===== config.mk =====
export PLATFORM = sky130hd
export DESIGN_NAME = lottery_ticket_scheduler_core
export DESIGN_NICKNAME = d
export VERILOG_FILES = /design/src/hw/rtl/lts_pkg.sv /design/src/hw/rtl/lottery_ticket_scheduler_core.sv /design/src/hw/rtl/lts_front.sv /design/src/hw/rtl/lts_back.sv
export SDC_FILE = /design/constraint.sdc
export NUM_CORES = 1
export LEC_CHECK = 0
export BUFFER_PORTS_ARGS = -buffer_cell sky130_fd_sc_hd__buf_4
export CAP_MARGIN = 20
export CORE_ASPECT_RATIO = 1.4
export CORE_MARGIN = 2
export CORE_UTILIZATION = 40
export DETAILED_ROUTE_END_ITERATION = 8
export PLACE_DENSITY = 0.64
export SETUP_SLACK_MARGIN = 0.2
export SYNTH_ARGS = -nofsm -noshare
export SYNTH_HDL_FRONTEND = slang
export SYNTH_HIERARCHICAL = 1
export SYNTH_SLANG_ARGS = --single-unit

===== constraint.sdc =====
create_clock -name clk -period 11.3 [get_ports clk]
set_input_delay 1.13 -clock clk [delete_from_list [all_inputs] [get_ports clk]]
set_output_delay 1.13 -clock clk [all_outputs]
set_load 0.01 [all_outputs]

===== src/hw/rtl/lts_pkg.sv =====
// shared types and constants for the lottery ticket scheduler
package lts_pkg;

	localparam int MaxEntries = 16;
	localparam int IdBits = 8;
	localparam int QueueDepth = 2;

	localparam logic [1:0] ACT_INSERT = 2'd0;
	localparam logic [1:0] ACT_REMOVE = 2'd1;
	localparam logic [1:0] ACT_READY = 2'd2;
	localparam logic [1:0] ACT_DRAW = 2'd3;

	localparam logic [2:0] ST_OK = 3'd0;
	localparam logic [2:0] ST_NOT_FOUND = 3'd1;
	localparam logic [2:0] ST_PRESENT = 3'd2;
	localparam logic [2:0] ST_FULL = 3'd3;
	localparam logic [2:0] ST_NO_TICKETS = 3'd4;

	typedef struct packed {
		logic [1:0] action;
		logic [7:0] thread_id;
		logic [7:0] ticket_count;
		logic ready_flag;
		logic [30:0] random_value;
	} cmd_t;

endpackage


===== src/hw/rtl/lottery_ticket_scheduler_core.sv =====
// top level of the lottery ticket scheduler
// One command is processed at a time by the table engine; a two-entry queue in front
// keeps taking commands while it works, until it is full. Insert and set-ready make a scan
// of the table, and remove a scan and, when the entry is found, a shift of the later entries;
// a draw makes a ticket-sum pass and, if any tickets are ready, 31 restoring-division steps
// for the modulo and a walk over the entries. The single result register is released by
// the output transfer before the next command starts. No clearing pass is needed after reset.
module lottery_ticket_scheduler_core
	import lts_pkg::*;
#(
	parameter int MAX_ENTRIES = MaxEntries,
	parameter int ID_BITS = IdBits
) (
	input logic clk,
	input logic arst_n,
	input logic in_valid,
	output logic in_stall,
	input logic [1:0] action,
	input logic [7:0] thread_id,
	input logic [7:0] ticket_count,
	input logic ready_flag,
	input logic [30:0] random_value,
	output logic out_valid,
	input logic out_stall,
	output logic [2:0] status,
	output logic [7:0] winner_id,
	output logic [4:0] occupancy
);

	cmd_t in_cmd, q_cmd;
	logic q_valid, q_take;

	assign in_cmd = '{action: action, thread_id: thread_id, ticket_count: ticket_count,
		ready_flag: ready_flag, random_value: random_value};

	lts_front u_front (
		.clk(clk), .arst_n(arst_n), .in_valid(in_valid), .in_stall(in_stall),
		.in_cmd(in_cmd), .q_valid(q_valid), .q_take(q_take), .q_cmd(q_cmd)
	);

	lts_back #(.MAX_ENTRIES(MAX_ENTRIES), .ID_BITS(ID_BITS)) u_back (
		.clk(clk), .arst_n(arst_n), .q_valid(q_valid), .q_take(q_take), .q_cmd(q_cmd),
		.out_valid(out_valid), .out_stall(out_stall), .out_status(status),
		.out_winner(winner_id), .out_occ(occupancy)
	);

	a_occ_bound: assert property (@(posedge clk) disable iff (!arst_n)
		occupancy <= 5'(MAX_ENTRIES)) else $error("occupancy over table size");

	a_winner_zero: assert property (@(posedge clk) disable iff (!arst_n)
		out_valid && status != ST_OK |-> winner_id == '0) else $error("winner on failure");

	a_status_range: assert property (@(posedge clk) disable iff (!arst_n)
		out_valid |-> status <= ST_NO_TICKETS) else $error("bad status code");

endmodule


===== src/hw/rtl/lts_front.sv =====
// input stage and command queue between the handshake and the table engine
module lts_front
	import lts_pkg::*;
#(
	parameter int DEPTH = QueueDepth
) (
	input logic clk,
	input logic arst_n,
	input logic in_valid,
	output logic in_stall,
	input cmd_t in_cmd,
	output logic q_valid,
	input logic q_take,
	output cmd_t q_cmd
);

	localparam int AW = (DEPTH > 1) ? $clog2(DEPTH) : 1;

	cmd_t mem_q [DEPTH];
	logic [AW-1:0] wr_q, rd_q;
	logic [AW:0] cnt_q;
	logic push, pop;

	assign in_stall = (cnt_q == (AW+1)'(DEPTH));
	assign push = in_valid && !in_stall;
	assign q_valid = (cnt_q != '0);
	assign pop = q_valid && q_take;
	assign q_cmd = mem_q[rd_q];

	always_ff @(posedge clk) begin
		if (push) begin
			mem_q[wr_q] <= in_cmd;
		end
	end

	always_ff @(posedge clk or negedge arst_n) begin
		if (!arst_n) begin
			wr_q <= '0;
			rd_q <= '0;
			cnt_q <= '0;
		end else begin
			if (push) begin
				wr_q <= (wr_q == AW'(DEPTH-1)) ? '0 : wr_q + 1'b1;
			end
			if (pop) begin
				rd_q <= (rd_q == AW'(DEPTH-1)) ? '0 : rd_q + 1'b1;
			end
			cnt_q <= cnt_q + (AW+1)'(push) - (AW+1)'(pop);
		end
	end

endmodule


===== src/hw/rtl/lts_back.sv =====
// table engine: lookup, insert, remove, ready update and lottery draw
module lts_back
	import lts_pkg::*;
#(
	parameter int MAX_ENTRIES = MaxEntries,
	parameter int ID_BITS = IdBits
) (
	input logic clk,
	input logic arst_n,
	input logic q_valid,
	output logic q_take,
	input cmd_t q_cmd,
	output logic out_valid,
	input logic out_stall,
	output logic [2:0] out_status,
	output logic [7:0] out_winner,
	output logic [4:0] out_occ
);

	localparam int IW = $clog2(MAX_ENTRIES);
	localparam int CW = $clog2(MAX_ENTRIES + 1);
	localparam int TW = 8 + CW;

	localparam logic [2:0] S_IDLE = 3'd0;
	localparam logic [2:0] S_SCAN = 3'd1;
	localparam logic [2:0] S_SHIFT = 3'd2;
	localparam logic [2:0] S_DIV = 3'd3;
	localparam logic [2:0] S_WALK = 3'd4;
	localparam logic [2:0] S_DONE = 3'd5;

	logic [ID_BITS-1:0] ids_q [MAX_ENTRIES];
	logic [7:0] tix_q [MAX_ENTRIES];
	logic [MAX_ENTRIES-1:0] rdy_q;
	logic [CW-1:0] count_q;

	logic [2:0] state_q;
	cmd_t cmd_q;
	logic [CW-1:0] idx_q;
	logic found_q;
	logic [IW-1:0] pos_q;
	logic [TW-1:0] total_q;
	logic [30:0] rem_q;
	logic [4:0] bit_q;
	logic [2:0] status_q;
	logic [7:0] winner_q;
	logic ovalid_q;

	logic [IW-1:0] idx;
	logic [ID_BITS-1:0] cid;
	cmd_t take_cmd;
	logic [31:0] trial;
	logic [30:0] rem_next;

	assign idx = idx_q[IW-1:0];
	assign cid = q_cmd.thread_id[ID_BITS-1:0];
	assign q_take = (state_q == S_IDLE) && !ovalid_q;
	assign trial = {rem_q, cmd_q.random_value[bit_q]} - {{(32-TW){1'b0}}, total_q};
	assign rem_next = trial[31] ? {rem_q[29:0], cmd_q.random_value[bit_q]} : trial[30:0];

	always_comb begin
		take_cmd = q_cmd;
		take_cmd.thread_id = 8'(cid);
	end

	assign out_valid = ovalid_q;
	assign out_status = status_q;
	assign out_winner = winner_q;
	assign out_occ = 5'(count_q);

	always_ff @(posedge clk) begin
		if (state_q == S_DONE && cmd_q.action == ACT_INSERT && status_q == ST_OK) begin
			ids_q[idx] <= cmd_q.thread_id[ID_BITS-1:0];
			tix_q[idx] <= cmd_q.ticket_count;
			rdy_q[idx] <= cmd_q.ready_flag;
		end else if (state_q == S_SHIFT && idx_q + 1'b1 < count_q) begin
			ids_q[idx] <= ids_q[IW'(idx_q + 1'b1)];
			tix_q[idx] <= tix_q[IW'(idx_q + 1'b1)];
			rdy_q[idx] <= rdy_q[IW'(idx_q + 1'b1)];
		end else if (state_q == S_DONE && cmd_q.action == ACT_READY && status_q == ST_OK) begin
			rdy_q[pos_q] <= cmd_q.ready_flag;
		end
	end

	always_ff @(posedge clk or negedge arst_n) begin
		if (!arst_n) begin
			state_q <= S_IDLE;
			count_q <= '0;
			ovalid_q <= 1'b0;
			idx_q <= '0;
			found_q <= 1'b0;
			cmd_q <= '0;
			pos_q <= '0;
			total_q <= '0;
			rem_q <= '0;
			bit_q <= '0;
			status_q <= ST_OK;
			winner_q <= '0;
		end else begin
			if (ovalid_q && !out_stall) begin
				ovalid_q <= 1'b0;
			end
			unique case (state_q)
				S_IDLE: begin
					if (q_valid && q_take) begin
						cmd_q <= take_cmd;
						idx_q <= '0;
						found_q <= 1'b0;
						total_q <= '0;
						pos_q <= '0;
						state_q <= S_SCAN;
					end
				end
				S_SCAN: begin
					if (idx_q < count_q && !found_q) begin
						if (cmd_q.action == ACT_DRAW) begin
							if (rdy_q[idx]) begin
								total_q <= total_q + TW'(tix_q[idx]);
							end
						end else if (ids_q[idx] == cmd_q.thread_id[ID_BITS-1:0]) begin
							found_q <= 1'b1;
							pos_q <= idx;
						end
						idx_q <= idx_q + 1'b1;
					end else begin
						unique case (cmd_q.action)
							ACT_INSERT: begin
								if (found_q) begin
									status_q <= ST_PRESENT;
								end else if (count_q == CW'(MAX_ENTRIES)) begin
									status_q <= ST_FULL;
								end else begin
									status_q <= ST_OK;
								end
								idx_q <= count_q;
								winner_q <= '0;
								state_q <= S_DONE;
							end
							ACT_REMOVE: begin
								winner_q <= '0;
								if (found_q) begin
									status_q <= ST_OK;
									idx_q <= CW'(pos_q);
									state_q <= S_SHIFT;
								end else begin
									status_q <= ST_NOT_FOUND;
									state_q <= S_DONE;
								end
							end
							ACT_READY: begin
								winner_q <= '0;
								status_q <= found_q ? ST_OK : ST_NOT_FOUND;
								state_q <= S_DONE;
							end
							default: begin
								winner_q <= '0;
								if (total_q == '0) begin
									status_q <= ST_NO_TICKETS;
									state_q <= S_DONE;
								end else begin
									rem_q <= '0;
									bit_q <= 5'd30;
									state_q <= S_DIV;
								end
							end
						endcase
					end
				end
				S_SHIFT: begin
					if (idx_q + 1'b1 < count_q) begin
						idx_q <= idx_q + 1'b1;
					end else begin
						count_q <= count_q - 1'b1;
						state_q <= S_DONE;
					end
				end
				S_DIV: begin
					rem_q <= rem_next;
					if (bit_q == 5'd0) begin
						idx_q <= '0;
						state_q <= S_WALK;
					end else begin
						bit_q <= bit_q - 1'b1;
					end
				end
				S_WALK: begin
					if (idx_q < count_q) begin
						if (rdy_q[idx]) begin
							if (rem_q < 31'(tix_q[idx])) begin
								winner_q <= 8'(ids_q[idx]);
								status_q <= ST_OK;
								state_q <= S_DONE;
							end else begin
								rem_q <= rem_q - 31'(tix_q[idx]);
							end
						end
						idx_q <= idx_q + 1'b1;
					end else begin
						status_q <= ST_NO_TICKETS;
						state_q <= S_DONE;
					end
				end
				S_DONE: begin
					if (cmd_q.action == ACT_INSERT && status_q == ST_OK) begin
						count_q <= count_q + 1'b1;
					end
					ovalid_q <= 1'b1;
					state_q <= S_IDLE;
				end
				default: begin
					state_q <= S_IDLE;
				end
			endcase
		end
	end

endmodule


==> out/metrics.cfg, run 1 <==
[status]
status=completed

[critical_path]
worstReg2RegStart=u_back/idx_q[0]
path_max_fanout=48
worstSetupEndpointType=flip-flop
r2r-end=u_back/ids_q[10][2]
setup.worst_path.start=u_back/idx_q[0]
startpoint_type=flip-flop
crit_end=u_back/ids_q[10][2]
cp.required_ns=11.51
worstPathArrival_ns=6.09
r2r_slack_ns=5.42
crit_type=reg2reg
rr_worst_depth=12

[global_routing]
grt_pass1_vias=17000
grt_pass1_wl_um=104000
antenna_found_initial=0
overflow=0
track_usage=0.200
grt_max_degree=101

[synth]
post-synth-top-count-cell=edfxtp_1
ys_seq_area_frac=0.548
async_flop_share=0.263
syn_area_um2=26500
synth_nets=1992
synth_top_flop_cell=edfxtp_1
syn_area_per_cell_um2=14.1
ys_top_cells_by_count=edfxtp_1, nand2_1, mux4_2
ys_top_cells_by_area=edfxtp_1, mux4_2, dfrtp_1, nand2_1, mux2_4
yosysWarnings=6
synth_edf_count=372
synth_cell_types=91
ys_seq_elements=505
synth_cells=1880
synth_top_area_cell=edfxtp_1
yosys.area.top_type_share=0.422

[clocking]
root_buffer=clkbuf_16
path_clk_slew_ns=0.06
cts_sinks=505
numCtsBuffers=48
ctsHtreeMaxLevel=2
clock_latency_ns=0.60
cts_tree=done
clockBufferDepth=3
postCtsHoldBufs=0
post_cts_buffers=0
cts-resized-gates=0

[die]
die_w_um=221
die_area_um2=68300
rows=111
die_y_um=308
start_util=0.405
io_pins=72
core_um2=65400

[pwr]
power.internal_uw=4970
power.density_nw_per_um2=282
power_frac_seq=0.341
ir_worst_vdd_uv=317
switching_share=0.399
switching_power_uw=3310
pwr-share-comb=0.463
total_power_uw=8280
p_clk_frac=0.196
power_leakage_uw=0.0107

[placed_design]
dpl.hpwl_um=46800
port_buffers=71
placed_cell_area_um2=27700
gp_congestion=0.889

[timing]
totalNegativeSetupSlack_ns=0
rsz0062_at_grt=no
period_minus_slack_ns=5.88
slew_violations=0
finalSetupViolations=0
hold_viol_final=0
tightest_slew_ns=1.15
slew_headroom=0.235
max_freq_mhz=170
min_period_over_period=0.520
skew_ns=0.0196

[final_layout]
final_nets=2033
drive_above_1_share=0.239
final_area_um2=29300
area_growth_pct=10.8
num_antenna_cells=0

[drt]
viasPerCell=5.96
antenna_left=0
drc=0
routed_wirelength_um=69100
vias=16700
drt_pre_antenna_iters=5
drtIter0Drc=1436
wl_per_cell_um=24.6

[run]
cap_violations=0

[min_path]
hp-class=reg2reg

-- logic make-up (layout without fill, tap and decap cells) --
group | Yosys count | in the layout | synth area share
buffers and inverters | 157 | 236 | 0.0317
XOR/XNOR | 77 | 77 | 0.0255
flip-flops | 505 | 505 | 0.548
AO/OA/AOI/OAI | 304 | 304 | 0.0776
multiplexers | 264 | 264 | 0.193
adder cells (fa/ha/maj) | 58 | 58 | 0.0286
AND/OR/NAND/NOR | 515 | 515 | 0.0960
-- critical path, cell delays in order, from the launching register on --
cell and delay (ns):
dfrtp_4 0.92, inv_1 0.36, ha_4 0.71, ha_1 0.33, a21boi_0 0.12, o21a_1 0.21, o21ai_0 0.24, a22o_1 0.19
buf_4 0.35, a21oi_1 0.31, nand2b_1 0.32, nor2_1 0.42, and2_1 0.94
-- per-layer routing --
layer	routed length, µm	track usage	part of all wire	vias to the layer above
met4	3490	0.101	0.050	0
met1	25100	0.230	0.36	8580
met3	4240	0.0325	0.061	149
li1	-	-	-	7330
met2	36200	0.362	0.52	676
met5	0	0	0	-
-- layout by cell type (no fill, tap or decap), types with 8 or more instances in the layout --
| cell type | n |
|---|---|
| xor2_1 | 36 |
| nand3_1 | 30 |
| nand2_1 | 252 |
| clkbuf_16 | 48 |
| mux4_2 | 162 |
| o22ai_1 | 12 |
| clkinv_1 | 9 |
| nor4_2 | 8 |
| ha_1 | 53 |
| a21o_1 | 19 |
| clkbuf_1 | 8 |
| dfrtp_1 | 129 |
| mux2_2 | 19 |
| nor2b_1 | 13 |
| o21ai_0 | 72 |
| nor3_1 | 21 |
| o211ai_1 | 20 |
| and3_1 | 11 |
| o31ai_1 | 14 |
| a31oi_1 | 19 |
| nor2_1 | 70 |
| nand2b_1 | 13 |
| nand2_2 | 10 |
| nor4_1 | 12 |
| edfxtp_1 | 372 |
| xnor2_1 | 39 |
| and2_1 | 13 |
| mux2_4 | 49 |
| o21ai_1 | 12 |
| inv_1 | 48 |
| mux2i_1 | 24 |
| a21oi_1 | 59 |
| buf_4 | 94 |
| mux4_1 | 10 |
-- registers in the layout (all words and copies together), names as in the netlist --
signal,flops
u_back/ids_q,128
u_back/tix_q,128
u_front/mem_q,100
u_back/cmd_q,50
u_back/rem_q,31
u_back/rdy_q,16
u_back/total_q,13
u_back/out_winner,8
u_back/bit_q,5
u_back/idx_q,5
u_back/out_occ,5
u_back/pos_q,4
u_back/out_status,3
u_back/state_q,3
u_front/cnt_q,2
u_back/found_q,1
u_back/out_valid,1
u_front/rd_q,1
u_front/wr_q,1
-- cell type report --
cell class	instances	area [µm²]
clock buffers	61	1300
multi-input cells	1218	11200
flip-flops and latches	505	14500
clock inverters	27	278
inverters	49	184
repair buffers	99	803
well taps	847	1060
fillers	5733	36100
-- power by group through the flow --
| stage | Clock, µW | Sequential, µW | Combinational (µW) |
|---|---|---|---|
| floorplan | 0 | 2660 | 2980 |
| global placement | 0 | 2840 | 3750 |
| detailed placement | 0 | 2860 | 3810 |
| CTS | 1670 | 2820 | 3830 |
| global route | 1730 | 2860 | 4150 |
| finish | 1620 | 2820 | 3830 |
-- how the worst min path moves through the flow --
stage	startpoint	end	slack [ns]	depth (start not counted)
after floorplan	u_back/cmd_q[10]	u_back/cmd_q[10]	0.44	2
after global placement	u_back/cmd_q[25]	u_back/cmd_q[25]	0.45	2
after detailed placement	u_back/cmd_q[25]	u_back/cmd_q[25]	0.46	2
after CTS	u_back/cmd_q[25]	u_back/cmd_q[25]	0.48	2
after global routing	u_back/cmd_q[22]	u_back/cmd_q[22]	0.50	2
final	u_back/cmd_q[14]	u_back/cmd_q[14]	0.47	2
-- per-stage QoR --
stage,hold WS (ns),std cells,util,worst slack (ns)
CTS,0.477,2803,0.447,5.43
finish,0.472,2806,0.448,5.42
floorplan,0.440,1880,-,6.49
detailed placement,0.461,2715,0.423,5.45
global placement,0.454,2715,0.423,5.50
global route,0.501,2806,0.448,5.13
Power figures use the tool's default switching activity.
==> run 2: changes to the inputs <==
- clock period: 11.3 -> 5.45 ns (I/O delays scaled with it)
==> out/metrics.cfg, run 2 (synthesized netlist as in run 1, its figures left out) <==
[run]
cap_violations=0

[placed_design]
dpl.hpwl_um=45200
gp_congestion=0.904
dp_slack_ns=0.617
dpl.cell_count=2740
port_buffers=71

[die]
rows=111
start_util=0.405
die_y_um=308
die_w_um=221
core_um2=65400
die_area_um2=68300
io_pins=72

[critical_path]
path_max_fanout=23
cp.required_ns=5.94
crit_type=reg2reg
worstSetupEndpointType=flip-flop
worstPathArrival_ns=5.37
startpoint_type=flip-flop

[final_layout]
multi_input_area_um2=11200
regArea_um2=14500
final_common_cell=edfxtp_1
num_antenna_cells=0
final_nets=2056
finish.utilization=0.452
reg_top3=u_back/ids_q: 128 flops, u_back/tix_q: 128 flops, u_front/mem_q: 100 flops
n_fill_cell=5745
layout_common_cells=edfxtp_1, nand2_1, mux4_2
drive_above_1_share=0.250
area_growth_pct=11.8
stdcell_count=2831

[timing]
slew_violations=0
slew_headroom=0.371
max_freq_mhz=205
hold_viol_final=0
skew_ns=0.0327
setup_slack_ns=0.569
totalNegativeSetupSlack_ns=0
finalSetupViolations=0
min_period_over_period=0.896
tightest_slew_ns=0.940
rsz0062_at_grt=no
period_minus_slack_ns=4.88

[clocking]
clockBufferDepth=3
post_cts_buffers=0
clock_latency_ns=0.62
cts_tree=done
cts-resized-gates=0
path_clk_slew_ns=0.07
numCtsBuffers=49
cts_sinks=505
postCtsHoldBufs=0
root_buffer=clkbuf_16
ctsHtreeMaxLevel=2

[pwr]
total_power_uw=17300
ir_worst_vdd_uv=552
power_leakage_uw=0.0109
power.density_nw_per_um2=584

[global_routing]
overflow=0
track_usage=0.202
grt_max_degree=79
antenna_found_initial=0
grt_pass1_wl_um=106000
grt_pass1_vias=17500

[drt]
drtIter0Drc=1454
wl_per_cell_um=24.5
antenna_left=0
drt_pre_antenna_iters=5
vias=16800
routed_wirelength_um=69200
drc=0
viasPerCell=5.94

[min_path]
hp-class=in2async

[status]
status=completed

[run 2: final cells by class]
cell class,instances,area share
multi-input combinational,1218,0.378
timing repair buffer,121,0.0321
tap,847,0.0358
clock buffer,56,0.0430
inverter,49,0.00622
sequential,505,0.490
clock inverter,35,0.0145
[run 2: worst paths after layout]
| kind | end | slack, ns | startpoint | cells after the start |
|---|---|---|---|---|
| hold / removal | u_back/out_winner[0] | 0.04 | arst_n | 1 |
| min in group clk | u_front/mem_q[1][25] | 0.12 | random_value[25] | 1 |
| setup reg to reg | u_back/rem_q[6] | 0.57 | u_back/bit_q[0] | 12 |
| setup / recovery | u_back/rem_q[6] | 0.57 | u_back/bit_q[0] | 12 |
| hold reg to reg | u_back/cmd_q[16] | 0.48 | u_back/cmd_q[16] | 2 |
| max in group asynchronous | u_back/rem_q[2] | 4.09 | arst_n | 2 |
[run 2: worst max-delay path: stages, from the launching register on]
cell      delay [ns]
dfrtp_1         0.70
mux4_2          0.58
mux4_2          0.47
mux2i_1         0.46
ha_1            0.30
nor2b_1         0.07
o31a_1          0.30
o211ai_1        0.30
and4_1          0.33
or2_1           0.72
nor4_1          0.13
a311oi_1        0.32
o21ai_1         0.09
[run 2: metrics by stage]
step | hold slack (ns) | instance area [µm²]
after floorplan | 0.249 | 26500
after global placement | 0.464 | 27900
after detailed placement | 0.460 | 27900
after CTS | 0.0466 | 29600
after global routing | 0.0922 | 29600
final | 0.0414 | 29600
[run 2: layer usage]
metal / track usage / wire length (µm) / share of wire / vias to the layer above
li1: - / - / - / 7397
met1: 0.240 / 26800 / 0.39 / 8691
met2: 0.360 / 35500 / 0.51 / 549
met3: 0.0245 / 3350 / 0.048 / 169
met4: 0.105 / 3530 / 0.051 / 0
met5: 0 / 0 / 0 / -
[run 2: power by group]
| part | internal, µW | total, µW | switching (µW) |
|---|---|---|---|
| sequential | 5130 | 5900 | 777 |
| clock | 2080 | 3610 | 1530 |
| combinational | 3330 | 7750 | 4420 |
| total | 10500 | 17300 | 6730 |
